`src/pbd_pkg.sv`:
```
`timescale 1ns / 1ps
// ----------------------------------------------------------------------------
// PackBits decoder package
// Shared types and constants for the PackBits decoder controller and datapath.
// ----------------------------------------------------------------------------
package pbd_pkg;

    localparam int unsigned OUT_W     = 32;
    localparam int unsigned OUT_BYTES = 4;
    localparam int unsigned CNT_W     = 3;

    localparam logic [7:0] HDR_NOP = 8'd128;
    localparam logic [8:0] RUN_BASE = 9'd257;

    typedef enum logic [1:0] {
        PH_HEADER  = 2'd0,
        PH_LITERAL = 2'd1,
        PH_REPEAT  = 2'd2
    } t_phase;

    typedef struct packed {
        logic take;
        logic emit_lit;
        logic start_run;
        logic emit_chunk;
    } t_cmd;

    typedef struct packed {
        logic lit_active;
        logic rep_active;
        logic run_final;
    } t_status;

endpackage

```
`src/packbits_decoder_core.sv`:
```
`timescale 1ns / 1ps
// ----------------------------------------------------------------------------
// PackBits decoder core
// Decodes a PackBits byte stream into words of up to four decoded bytes.
// ----------------------------------------------------------------------------
// The input channel takes one packed byte per word, with an end of stream
// flag on the final byte. The output channel gives words of decoded bytes,
// first byte in bits 7:0, with a byte count and a flag on the last word
// caused by each input byte. Both channels use valid and stall.
// Header bytes give no output. A literal byte appears on the output in the
// cycle after it is accepted.
// A repeat byte starts a run of ceil(count / BYTES_PER_RESULT) words, up to
// 32 at the default width, that drains one word per cycle from the run
// register while the receiver does not stall; the input stalls while it drains.
// The output register frees itself in the cycle its word is taken, so words
// flow at one per cycle when the receiver does not stall. When it stalls,
// the output word holds and no new input byte is accepted.
// Reset returns the decoder to expecting a header and empties the output.
// ----------------------------------------------------------------------------
module packbits_decoder_core #(
    parameter int unsigned BYTES_PER_RESULT = 4
) (
    input  logic                      i_clk,
    input  logic                      i_rst_n,
    input  logic                      i_in_valid,
    output logic                      o_in_stall,
    input  logic [7:0]                i_packed_byte,
    input  logic                      i_end_of_stream,
    output logic                      o_out_valid,
    input  logic                      i_out_stall,
    output logic [pbd_pkg::OUT_W-1:0] o_out_bytes,
    output logic [pbd_pkg::CNT_W-1:0] o_byte_count,
    output logic                      o_last_of_run
);

    pbd_pkg::t_cmd    w_cmd;
    pbd_pkg::t_status w_status;

    pbd_ctrl u_ctrl (
        .i_clk       (i_clk),
        .i_rst_n     (i_rst_n),
        .i_in_valid  (i_in_valid),
        .i_out_stall (i_out_stall),
        .i_status    (w_status),
        .o_cmd       (w_cmd),
        .o_in_stall  (o_in_stall),
        .o_out_valid (o_out_valid)
    );

    pbd_datapath #(
        .BYTES_PER_RESULT (BYTES_PER_RESULT)
    ) u_datapath (
        .i_clk           (i_clk),
        .i_rst_n         (i_rst_n),
        .i_cmd           (w_cmd),
        .i_packed_byte   (i_packed_byte),
        .i_end_of_stream (i_end_of_stream),
        .o_status        (w_status),
        .o_out_bytes     (o_out_bytes),
        .o_byte_count    (o_byte_count),
        .o_last_of_run   (o_last_of_run)
    );

    a_no_accept_on_full: assert property (@(posedge i_clk) disable iff (!i_rst_n)
        (o_out_valid && i_out_stall) |-> o_in_stall)
        else $error("Input accepted while the output word is stalled.");

    a_literal_out: assert property (@(posedge i_clk) disable iff (!i_rst_n)
        w_cmd.emit_lit |=> (o_out_valid && o_last_of_run))
        else $error("Literal byte did not reach the output.");

    a_run_blocks_input: assert property (@(posedge i_clk) disable iff (!i_rst_n)
        w_cmd.start_run |=> o_in_stall)
        else $error("Input accepted while a repeat run drains.");

endmodule

```
`src/pbd_ctrl.sv`:
```
`timescale 1ns / 1ps
// ----------------------------------------------------------------------------
// PackBits decoder controller
// Sequences input acceptance, literal output and the draining of repeat runs.
// ----------------------------------------------------------------------------
module pbd_ctrl (
    input  logic            i_clk,
    input  logic            i_rst_n,
    input  logic            i_in_valid,
    input  logic            i_out_stall,
    input  pbd_pkg::t_status i_status,
    output pbd_pkg::t_cmd   o_cmd,
    output logic            o_in_stall,
    output logic            o_out_valid
);

    typedef enum logic {
        S_IDLE,
        S_RUN
    } t_state;

    t_state r_state;
    t_state n_state;
    logic   r_out_valid;
    logic   n_out_valid;
    logic   w_out_free;
    logic   w_accept;

    assign w_out_free = !r_out_valid || !i_out_stall;
    assign w_accept   = (r_state == S_IDLE) && i_in_valid && w_out_free;

    always_comb begin
        o_cmd.take       = w_accept;
        o_cmd.emit_lit   = w_accept && i_status.lit_active;
        o_cmd.start_run  = w_accept && i_status.rep_active;
        o_cmd.emit_chunk = (r_state == S_RUN) && w_out_free;
    end

    always_comb begin
        n_state = r_state;
        case (r_state)
            S_IDLE: begin
                if (o_cmd.start_run) begin
                    n_state = S_RUN;
                end
            end
            S_RUN: begin
                if (o_cmd.emit_chunk && i_status.run_final) begin
                    n_state = S_IDLE;
                end
            end
            default: begin
                n_state = S_IDLE;
            end
        endcase

        if (o_cmd.emit_lit || o_cmd.emit_chunk) begin
            n_out_valid = 1'b1;
        end else if (!i_out_stall) begin
            n_out_valid = 1'b0;
        end else begin
            n_out_valid = r_out_valid;
        end
    end

    always_ff @(posedge i_clk) begin
        if (!i_rst_n) begin
            r_state     <= S_IDLE;
            r_out_valid <= 1'b0;
        end else begin
            r_state     <= n_state;
            r_out_valid <= n_out_valid;
        end
    end

    assign o_in_stall  = !((r_state == S_IDLE) && w_out_free);
    assign o_out_valid = r_out_valid;

endmodule

```
`src/pbd_datapath.sv`:
```
`timescale 1ns / 1ps
// ----------------------------------------------------------------------------
// PackBits decoder datapath
// Holds the header phase, the run byte and count, and the output word register.
// ----------------------------------------------------------------------------
module pbd_datapath #(
    parameter int unsigned BYTES_PER_RESULT = 4
) (
    input  logic                        i_clk,
    input  logic                        i_rst_n,
    input  pbd_pkg::t_cmd               i_cmd,
    input  logic [7:0]                  i_packed_byte,
    input  logic                        i_end_of_stream,
    output pbd_pkg::t_status            o_status,
    output logic [pbd_pkg::OUT_W-1:0]   o_out_bytes,
    output logic [pbd_pkg::CNT_W-1:0]   o_byte_count,
    output logic                        o_last_of_run
);

    localparam logic [7:0] BPR = 8'(BYTES_PER_RESULT);

    pbd_pkg::t_phase r_phase;
    pbd_pkg::t_phase n_phase;
    logic [7:0]      r_left;
    logic [7:0]      n_left;
    logic [7:0]      r_run_byte;
    logic [7:0]      r_run_left;
    logic [7:0]      w_cnt;
    logic [pbd_pkg::OUT_W-1:0] w_chunk;
    logic [pbd_pkg::OUT_W-1:0] r_out_bytes;
    logic [pbd_pkg::CNT_W-1:0] r_byte_count;
    logic            r_last;

    always_comb begin
        o_status.lit_active = (r_phase == pbd_pkg::PH_LITERAL) && (r_left != 8'd0);
        o_status.rep_active = (r_phase == pbd_pkg::PH_REPEAT) && (r_left != 8'd0);
        o_status.run_final  = (r_run_left <= BPR);
    end

    assign w_cnt = (r_run_left < BPR) ? r_run_left : BPR;

    always_comb begin
        for (int i = 0; i < pbd_pkg::OUT_BYTES; i++) begin
            w_chunk[8*i +: 8] = (8'(i) < w_cnt) ? r_run_byte : 8'd0;
        end
    end

    always_comb begin
        n_phase = r_phase;
        n_left  = r_left;
        if (o_status.lit_active) begin
            n_left = r_left - 8'd1;
            if (r_left == 8'd1) begin
                n_phase = pbd_pkg::PH_HEADER;
            end
        end else if (o_status.rep_active) begin
            n_phase = pbd_pkg::PH_HEADER;
            n_left  = 8'd0;
        end else if (i_packed_byte < pbd_pkg::HDR_NOP) begin
            n_phase = pbd_pkg::PH_LITERAL;
            n_left  = i_packed_byte + 8'd1;
        end else if (i_packed_byte == pbd_pkg::HDR_NOP) begin
            n_phase = pbd_pkg::PH_HEADER;
            n_left  = 8'd0;
        end else begin
            n_phase = pbd_pkg::PH_REPEAT;
            n_left  = 8'(pbd_pkg::RUN_BASE - {1'b0, i_packed_byte});
        end
        if (i_end_of_stream) begin
            n_phase = pbd_pkg::PH_HEADER;
            n_left  = 8'd0;
        end
    end

    always_ff @(posedge i_clk) begin
        if (!i_rst_n) begin
            r_phase <= pbd_pkg::PH_HEADER;
            r_left  <= 8'd0;
        end else if (i_cmd.take) begin
            r_phase <= n_phase;
            r_left  <= n_left;
        end
    end

    always_ff @(posedge i_clk) begin
        if (i_cmd.start_run) begin
            r_run_byte <= i_packed_byte;
            r_run_left <= r_left;
        end else if (i_cmd.emit_chunk) begin
            r_run_left <= r_run_left - w_cnt;
        end

        if (i_cmd.emit_lit) begin
            r_out_bytes  <= {{(pbd_pkg::OUT_W-8){1'b0}}, i_packed_byte};
            r_byte_count <= pbd_pkg::CNT_W'(1);
            r_last       <= 1'b1;
        end else if (i_cmd.emit_chunk) begin
            r_out_bytes  <= w_chunk;
            r_byte_count <= w_cnt[pbd_pkg::CNT_W-1:0];
            r_last       <= o_status.run_final;
        end
    end

    assign o_out_bytes   = r_out_bytes;
    assign o_byte_count  = r_byte_count;
    assign o_last_of_run = r_last;

endmodule

```
`config.mk`:
```
export PLATFORM = sky130hd
export DESIGN_NAME = packbits_decoder_core
export DESIGN_NICKNAME = d
export VERILOG_FILES = /design/src/pbd_pkg.sv /design/src/packbits_decoder_core.sv /design/src/pbd_ctrl.sv /design/src/pbd_datapath.sv
export SDC_FILE = /design/constraint.sdc
export NUM_CORES = 1
export LEC_CHECK = 0
export BUFFER_PORTS_ARGS = -buffer_cell sky130_fd_sc_hd__buf_2
export CELL_PAD_IN_SITES_DETAIL_PLACEMENT = 0
export CELL_PAD_IN_SITES_GLOBAL_PLACEMENT = 1
export CORE_MARGIN = 4
export CORE_UTILIZATION = 32
export CTS_CLUSTER_SIZE = 20
export DETAILED_ROUTE_END_ITERATION = 7
export GPL_ROUTABILITY_DRIVEN = 0
export GPL_TIMING_DRIVEN = 0
export PLACE_DENSITY_LB_ADDON = 0.1
export SYNTH_ARGS = -nofsm -noshare
export SYNTH_HDL_FRONTEND = slang
export SYNTH_SLANG_ARGS = --single-unit
```
`constraint.sdc`:
```
create_clock -name i_clk -period 2 [get_ports i_clk]
set_input_delay 0.4 -clock i_clk [delete_from_list [all_inputs] [get_ports i_clk]]
set_output_delay 0.4 -clock i_clk [all_outputs]
set_load 0.005 [all_outputs]
```
* Word-level counts from Yosys, hierarchy flattened
Index checks and enable logic that the tools add are counted.
** Cells by class
- Bitwise logic cells :: 1
- Equal/unequal tests :: 6
- Add/subtract/negate cells :: 4
- Multiplexer cells :: 25
- Reductions and logical operators :: 18
- Magnitude comparators :: 7
** Operator list (number)
- 8-bit 2-to-1 mux :: 14
- 1-bit by 8-bit < comparator with 1-bit output, first input constant :: 2
- 2-bit by 8-bit < comparator with 1-bit output, first input constant :: 2
- 2-bit 2-to-1 mux :: 6
- 1-bit logical AND :: 9
- 8-bit by 1-bit adder with 8-bit output, second input constant :: 1
- 8-bit by 1-bit == test with 1-bit output, second input constant :: 1
- 8-bit == test, second input constant :: 1
- 8-bit by 3-bit less-or-equal comparator with 1-bit output, second input constant :: 1
- 8-bit by 3-bit < comparator with 1-bit output, second input constant :: 1
- 8-bit < comparator, second input constant :: 1
- 8-bit nonzero test :: 1
- 1-bit by 8-bit subtractor with 8-bit output, first input constant :: 1
- 8-bit by 1-bit subtractor with 8-bit output, second input constant :: 1
- 8-bit subtractor :: 1
- 1-bit 2-to-1 mux :: 4
- 2-bit nonzero test :: 2
- 1-bit logical NOT :: 3
- 3-bit by 2-bit inequality test with 1-bit output, second input constant :: 1
- 2-bit by 1-bit == test with 1-bit output, second input constant :: 1
- 2-bit == test, second input constant :: 1
- 1-bit logical OR :: 2
- 2-bit by 1-bit inequality test with 1-bit output, second input constant :: 1
- 1-bit one-hot mux with 2 select lines :: 1
- other kinds (2) :: 2
** Storage, ports and cells
- Output and inout bits :: 38
- Input port bits :: 13
- Logic and storage cells :: 71
- Bits in registers :: 64

* Depth between registers and ports, before layout
Gate-level depths: netlist (run 1).
- Depth in word-level cells :: 6
- Mapped depth :: 9
- Gate-level depth less buffers :: 8

* Modules after synthesis
A second synthesis (run 1) with hierarchy kept.
** Second synthesis, totals
- Cells, all modules :: 296
- Area total of the unflattened synthesis :: 3004.1 um^2
** Modules (own cells, without submodules)
- pbd_datapath :: times used 1, area an instance 2881.5 um^2, cells an instance 282, seq. area each 1481.4 um^2
- pbd_ctrl :: times used 1, area an instance 122.6 um^2, cells an instance 14, seq. area each 40.0 um^2

* Worst setup path before layout (run 1)
No wires, ideal clock.
- Path type :: register to register
- From :: reg u_datapath.r_left[0]
- To :: reg u_datapath.r_run_left[0], enable pin
- Stages on the path, launching flop included :: 8
- Period minus slack after synthesis :: 2.163 ns
- Setup time :: 0.329 ns
- Data required time :: 1.671 ns
- Arrival :: 1.834 ns
- Slack :: -0.163 ns
- Buffers on the path :: 1
- Cells stage by stage :: dfxtp_1 > inv_1 > ha_1 > nor4b_4 > a211o_1 > or2_2 > buf_2 > nand2_1
** Between the ends
- Longest elaborated chain between the ends :: 4
** RTL lines
- from (decl) :: RTL line pbd_datapath.sv:24 : logic [7:0] r_left;
- from (signal assigned) :: RTL line pbd_datapath.sv:81 : r_left <= n_left;
- 8-bit nonzero test :: RTL line pbd_datapath.sv:36 : o_status.rep_active = (r_phase == pbd_pkg::PH_REPEAT) && (r_left != 8'd0);
- 1-bit logical AND :: RTL line pbd_datapath.sv:36
- 1-bit logical AND :: RTL line pbd_ctrl.sv:35 : o_cmd.start_run = w_accept && i_status.rep_active;
- 2-bit nonzero test (no source line)
- to (signal assigned) :: RTL line pbd_datapath.sv:88 : r_run_left <= r_left;
- to (signal assigned) :: RTL line pbd_datapath.sv:90 : r_run_left <= r_run_left - w_cnt;
- to (decl) :: RTL line pbd_datapath.sv:27 : logic [7:0] r_run_left;
No other way between the ends.
A chain may end at the register's enable or synchronous reset.

* Worst setup path in the final report (run 1)
- From :: reg u_datapath.r_left[0]
- To :: reg u_datapath.r_run_left[2], enable pin
Same word-level chain as after synthesis.

==> impl_metrics.csv, run 1 <==
group,metric,value,unit
status,status,"completed",
drt,drtPass1Iterations,4,
synth,ys_warn_count,0,
drt,antenna_left,0,
timing,min_period_over_period,0.9628,
grt,grt_use_total,0.1512,
synth,yosysTopAreaCell,"dfxtp_1",
run,drv_cap,0,
clocking,path_clk_slew,0.08,ns
critical_path,cp_max_fo,10,
drt,routedWlPerCell,16.50,um
timing,slew_viol_final,0,
synth,synth-xor-area-share,0.03084,
hold_path,hp-class,"input pin to register",
pwr,p_per_area,909.9,nW/um^2
critical_path,startpoint_type,"register",
floorplanning,start_util,0.3334,
critical_path,crit_required,2.06,ns
cells_and_area,multi_input_area,1549,um^2
synth,ys_seq_area_frac,0.4870,
synth,ys.flop_type,"dfxtp_1",
synth,synthArstFlopShare,0,
timing,fin_setup_tns,0,ns
placement,dpl_worst_slack,-0.4911,ns
drt,post-route-drc-count,0,
timing,max_freq,519.3,MHz
cells_and_area,instances_no_fill,515,
cells_and_area,drive_gt1_frac,0.3031,
timing,finalHoldViolations,0,
timing,worst_slew_pin_slew,0.7215,ns
grt,first_global_vias,2511,
cells_and_area,area_growth,28.83,%
synth,synth-seq-cells,64,
placement,io_buffers,50,
synth,synth_cells,303,
timing,slew_headroom,0.5190,
cells_and_area,antenna_cells,0,
placement,hpwl,6.088,mm
grt,grt_pass1_wl,13.52,mm
synth,yosysTopAreaCellShare,0.2563,
drt,drtIter0Drc,97,
grt,antenna_found_initial,0,
drt,wl_met3,456,um
synth,synth_edf_count,24,
cells_and_area,nFillCells,942,
timing,setup_slack,0.07434,ns
synth,syn_area_per_cell,10.31,um^2
floorplanning,design.core.area,9371,um^2
clocking,cts_tree,"built",
critical_path,arrival,1.98,ns
synth,synth_top_family_by_area,"compound AO/OA/AOI/OAI gates",
clocking,root_buffer,"clkbuf_8",
drt,dr_total_vias,2644,
floorplanning,die_w,106.8,um
drt,highest_layer,"met4",
synth,yosys-top-cells-area,"dfxtp_1, edfxtp_1, a22o_1",
clocking,clk_path_buf_depth,2,
synth,synth_common_cells,"dfxtp_1, a22o_1, edfxtp_1, nand2_1, nor2_1",
cells_and_area,utilization,0.4295,
cells_and_area,nets,402,
synth,synth_most_common_cell,"dfxtp_1",
floorplanning,dieHeight,106.8,um
critical_path,endpoint_kind,"register",
drt,wl_met2,3.812,mm
pwr,design_power_total,3.663,mW
synth,synth_fp_nets,324,
synth,synth-simple-area-share,0.1686,
synth,syn-cell-area,3124,um^2
clocking,clock_latency,0.34,ns
grt,overflow,0,
clocking,cts_made_buffers,9,
clocking,htreeDepth,3,
placement,dp.cells,482,
synth,yosysUniqueCellTypes,54,
timing,post-route-min-period,1.926,ns
critical_path,path_class,"register to register",
grt,grt_max_degree,14,
timing,setup_viol,0,
synth,synth_compound_area_frac,0.2311,
timing,finalClockSkew,0.009343,ns
drt,wl,8.495,mm
cells_and_area,regArea,1529,um^2
pwr,ir_drop,0.0003297,V
clocking,clkSinkCount,64,
synth,synthMuxAreaShare,0.006408,
floorplanning,die-area,11410,um^2
pwr,p_leak,1.647,nW
drt,wl_met1,4.136,mm
floorplanning,rows,35,
synth,synth_fa_ha_area_frac,0.03204,
drt,via_per_inst,5.134,
floorplanning,io_pins,51,
stage by stage:
stage | hold slack [ns] | area (um^2)
2_1_floorplan | 0.4511 | 3142
5_1_grt | 0.2253 | 4025
3_3_place_gp | 0.4303 | 3553
6_report | 0.2401 | 4025
4_1_cts | 0.2197 | 3925
3_5_place_dp | 0.4390 | 3553
layout make-up:
class / count / share of cell area
repair buffers: 69 / 0.1057
clock buffers: 10 / 0.03699
well taps: 129 / 0.04010
plain buffers: 13 / 0.02114
clock inverters: 6 / 0.01772
inverters: 12 / 0.01368
multi-input cells: 212 / 0.3848
flip-flops and latches: 64 / 0.3799
sequential cells by signal, summed over array words and instances (netlist names):
register and flops:
u_datapath.r_run_byte 8, u_ctrl.o_out_valid 1, u_datapath.o_out_bytes 32, u_datapath.o_byte_count 3, u_datapath.r_left 8, u_datapath.r_run_left 8, u_datapath.o_last_of_run 1, u_ctrl.r_state 1
u_datapath.r_phase 2
metal layers:
metal / global-route usage / vias up
li1: - / 1300
met1: 0.2094 / 1266
met2: 0.2293 / 71
met3: 0.04576 / 7
met4: 0.04018 / 0
met5: 0 / -
placed cells by master (no fill, tap or decap), types with 4 or more instances in the layout:
master and count:
ha_1 6, edfxtp_1 24, a22o_1 32, buf_2 51, nor2_1 21, clkbuf_8 9
inv_1 8, nand3_1 12, nor3_1 6, dfxtp_1 38, nor3b_1 4, buf_4 16
xnor2_1 6, nand2_1 19, o31ai_1 4, a21oi_1 18, xor2_1 5, clkbuf_1 7
o21ai_0 9
cells by family (layout without fill, tap and decap cells):
group	after synthesis	after routing
compound gates	96	96
xor+xnor	11	11
fa+ha+maj	8	8
buf+inv	27	110
flops	64	64
mux	2	2
other cells	1	1
simple gates	94	94
worst max-delay path, cell delays in order (launching register included):
cell and delay (ns):
dfxtp_4 0.37, inv_4 0.05, ha_4 0.16, nor4b_4 0.14, a211o_1 0.35, or2_4 0.27, buf_4 0.19, nand2_8 0.11
path summary, 6_finish.rpt:
check	start	end	slack [ns]	cells past startpoint
worst max-delay path	u_datapath.r_left[0]	u_datapath.r_run_left[2]	0.07	7
worst min-delay path	i_packed_byte[4]	u_datapath.r_run_byte[4]	0.24	1
worst max register to register	u_datapath.r_left[0]	u_datapath.r_run_left[2]	0.07	7
worst min register to register	u_datapath.o_byte_count[2]	u_datapath.o_byte_count[2]	0.46	1
power breakdown:
| group | leakage [nW] | switching [mW] | internal [mW] | total, mW |
|---|---|---|---|---|
| Sequential | 0.548 | 0.124 | 1.58 | 1.70 |
| Clock | 0.113 | 0.570 | 0.668 | 1.24 |
| Combinational | 0.986 | 0.320 | 0.403 | 0.723 |
| Total | 1.65 | 1.01 | 2.65 | 3.66 |
timing repair:
action,4_1_cts,5_1_grt
resized for setup,14,14
endpoints found under the setup margin,63,58
cloned,0,0
buffers inserted,14,5
pin swaps,5,10
hold buffers,0,0
No activity file was read; power rests on OpenSTA's default activity.
==> inputs of run 2 (changes only) <==
--- a/config.mk
+++ b/config.mk
@@ -9,4 +9,5 @@
 export CELL_PAD_IN_SITES_DETAIL_PLACEMENT = 0
 export CELL_PAD_IN_SITES_GLOBAL_PLACEMENT = 1
+export CORE_ASPECT_RATIO = 1.4
 export CORE_MARGIN = 4
 export CORE_UTILIZATION = 32
==> constraint.sdc (replaced) <==
create_clock -name i_clk -period 2 [get_ports i_clk]
set_input_delay 0.3 -clock i_clk [delete_from_list [all_inputs] [get_ports i_clk]]
set_output_delay 0.3 -clock i_clk [all_outputs]
set_load 0.005 [all_outputs]
==> impl_metrics.csv, run 2 (synthesis results as in run 1) <==
group,metric,value,unit
drt,routedWlPerCell,16.67,um
drt,post-route-drc-count,0,
pwr,design_power_total,4.007,mW
timing,post-route-min-period,1.916,ns
cells_and_area,area_growth,33.12,%
cells_and_area,final_area,4159,um^2
placement,placed_cell_area,3557,um^2
clocking,clk_path_buf_depth,2,
timing,min_period_over_period,0.9579,
floorplanning,rows,42,
floorplanning,start_util,0.3285,
cells_and_area,nets,409,
timing,finalClockSkew,0.009275,ns
grt,grt_max_degree,14,
pwr,power_frac_comb,0.181,
critical_path,cp_max_fo,10,
timing,finalHoldViolations,0,
cells_and_area,regArea,1529,um^2
clocking,hold_buffers,0,
pwr,seqPwrFrac,0.425,
drt,drtPass1Iterations,4,
hold_path,worstHoldPathCells,1,
clocking,cts_made_buffers,9,
critical_path,endpoint_kind,"register",
grt,overflow,0,
cells_and_area,multi_input_area,1533,um^2
timing,setup_viol,0,
cells_and_area,antenna_cells,0,
cells_and_area,final_common_cell,"buf_2",
run,drv_cap,0,
placement,dpl_worst_slack,-0.3079,ns
pwr,p_per_area,963.4,nW/um^2
cells_and_area,drive_gt1_frac,0.3079,
pwr,p_leak,1.714,nW
clocking,htreeDepth,3,
clocking,root_buffer,"clkbuf_16",
critical_path,timing.rr.start,"u_datapath.r_left[1]",
grt,grt_pass1_wl,13.44,mm
critical_path,path_class,"register to register",
pwr,p_int,2.964,mW
critical_path,startpoint_type,"register",
hold_path,hp-class,"input pin to register",
hold_path,hp-start,"i_packed_byte[7]",
clocking,clkSinkCount,64,
placement,io_buffers,50,
timing,max_freq,522.0,MHz
pwr,pwr-share-clk,0.395,
floorplanning,die-area,11430,um^2
timing,slew_viol_final,0,
timing,setup_slack,0.08430,ns
grt,first_global_vias,2483,
cells_and_area,largest_reg_flops,32,
timing,worst_slew_pin_slew,0.7689,ns
floorplanning,io_pins,51,
cells_and_area,nFillCells,921,
drt,via_per_inst,5.082,
floorplanning,design.core.area,9512,um^2
placement,hpwl,6.186,mm
pwr,p_switching,1.043,mW
grt,antenna_found_initial,0,
floorplanning,dieHeight,124.9,um
pwr,switching_share,0.2603,
grt,grt_use_total,0.1517,
pwr,ir_drop,0.0004339,V
cells_and_area,utilization,0.4373,
drt,antenna_left,0,
clocking,clock_latency,0.33,ns
clocking,path_clk_slew,0.06,ns
timing,slew_headroom,0.4855,
floorplanning,die_w,91.51,um
hold_path,holdPathEnd,"u_datapath.r_run_byte[7]",
critical_path,crit_required,2.08,ns
critical_path,r2r_end,"u_datapath.r_run_left[6]",
drt,dr_total_vias,2668,
cells_and_area,final_cell_mix,"buf_2, dfxtp_1, a22o_1",
critical_path,r2r_cells,8,
critical_path,arrival,1.99,ns
status,status,"completed",
clocking,cts_tree,"built",
drt,wl,8.753,mm
drt,drtIter0Drc,97,
critical_path,reg2reg_setup_slack,0.08,ns
-- run 2: cell types whose count changed in the layout (fill, tap and decap cells not counted), moves of 2 or more --
cell	delta
inv_4	+2
buf_4	+7
clkbuf_8	-9
clkbuf_16	+9
-- run 2: layout make-up --
class,instances,area share
Inverter,12,0.01384
Clock inverter,7,0.01865
Buffer,14,0.02407
Tap cell,132,0.03971
Timing Repair Buffer,75,0.1134
Sequential cell,64,0.3676
Multi-Input combinational cell,212,0.3685
Clock buffer,9,0.05415
-- run 2: power groups by stage --
stage               clock, mW  sequential, mW  combinational (mW)
CTS                      1.63            1.71               0.718
global route             1.67            1.74               0.793
finish                   1.58            1.70               0.724
floorplan                   0            1.74               0.366
global placement            0            1.73               0.693
detailed placement          0            1.73               0.695
-- run 2: repair_timing --
item / in CTS / in global routing
endpoints found under the setup margin: 69 / 33
buffers inserted: 12 / 12
pin swaps: 4 / 5
cloned: 0 / 1
resized for setup: 18 / 5
-- run 2: through the flow --
stage	instances	TNS, ns	hold WS (ns)
2_1_floorplan	303	0	0.3989
3_3_place_gp	485	-8.429	0.4308
3_5_place_dp	485	-7.710	0.4395
4_1_cts	512	0	0.1524
5_1_grt	525	-0.005521	0.1600
6_report	525	0	0.1695
-- run 2: worst max-delay path by stage --
stage,from,to,cells after the start
after CTS,u_datapath.r_run_left[7],u_datapath.r_run_left[6],8
after global routing,u_datapath.r_run_left[5],u_datapath.r_run_left[6],8
after detailed placement,u_datapath.r_run_left[2],u_datapath.r_run_left[6],8
final,u_datapath.r_left[1],u_datapath.r_run_left[6],8
after floorplan,u_datapath.r_left[1],u_datapath.o_out_bytes[0],9
after global placement,u_datapath.r_left[1],u_datapath.o_out_bytes[0],9
-- run 2: critical path, cell delays in order, from the launching register on --
cell and delay (ns):
dfxtp_4 0.38, inv_4 0.05, ha_4 0.15, nor4b_4 0.13, a211o_1 0.30, or2_4 0.27, buf_4 0.18, nor2_1 0.14
a21oi_1 0.06
-- run 2: metal layers --
layer,track usage,vias to the layer above,routed length (um)
li1,-,1321,-
met1,0.1822,1261,3688
met2,0.2523,71,4462
met3,0.03565,15,402
met4,0.07371,0,199
met5,0,-,0
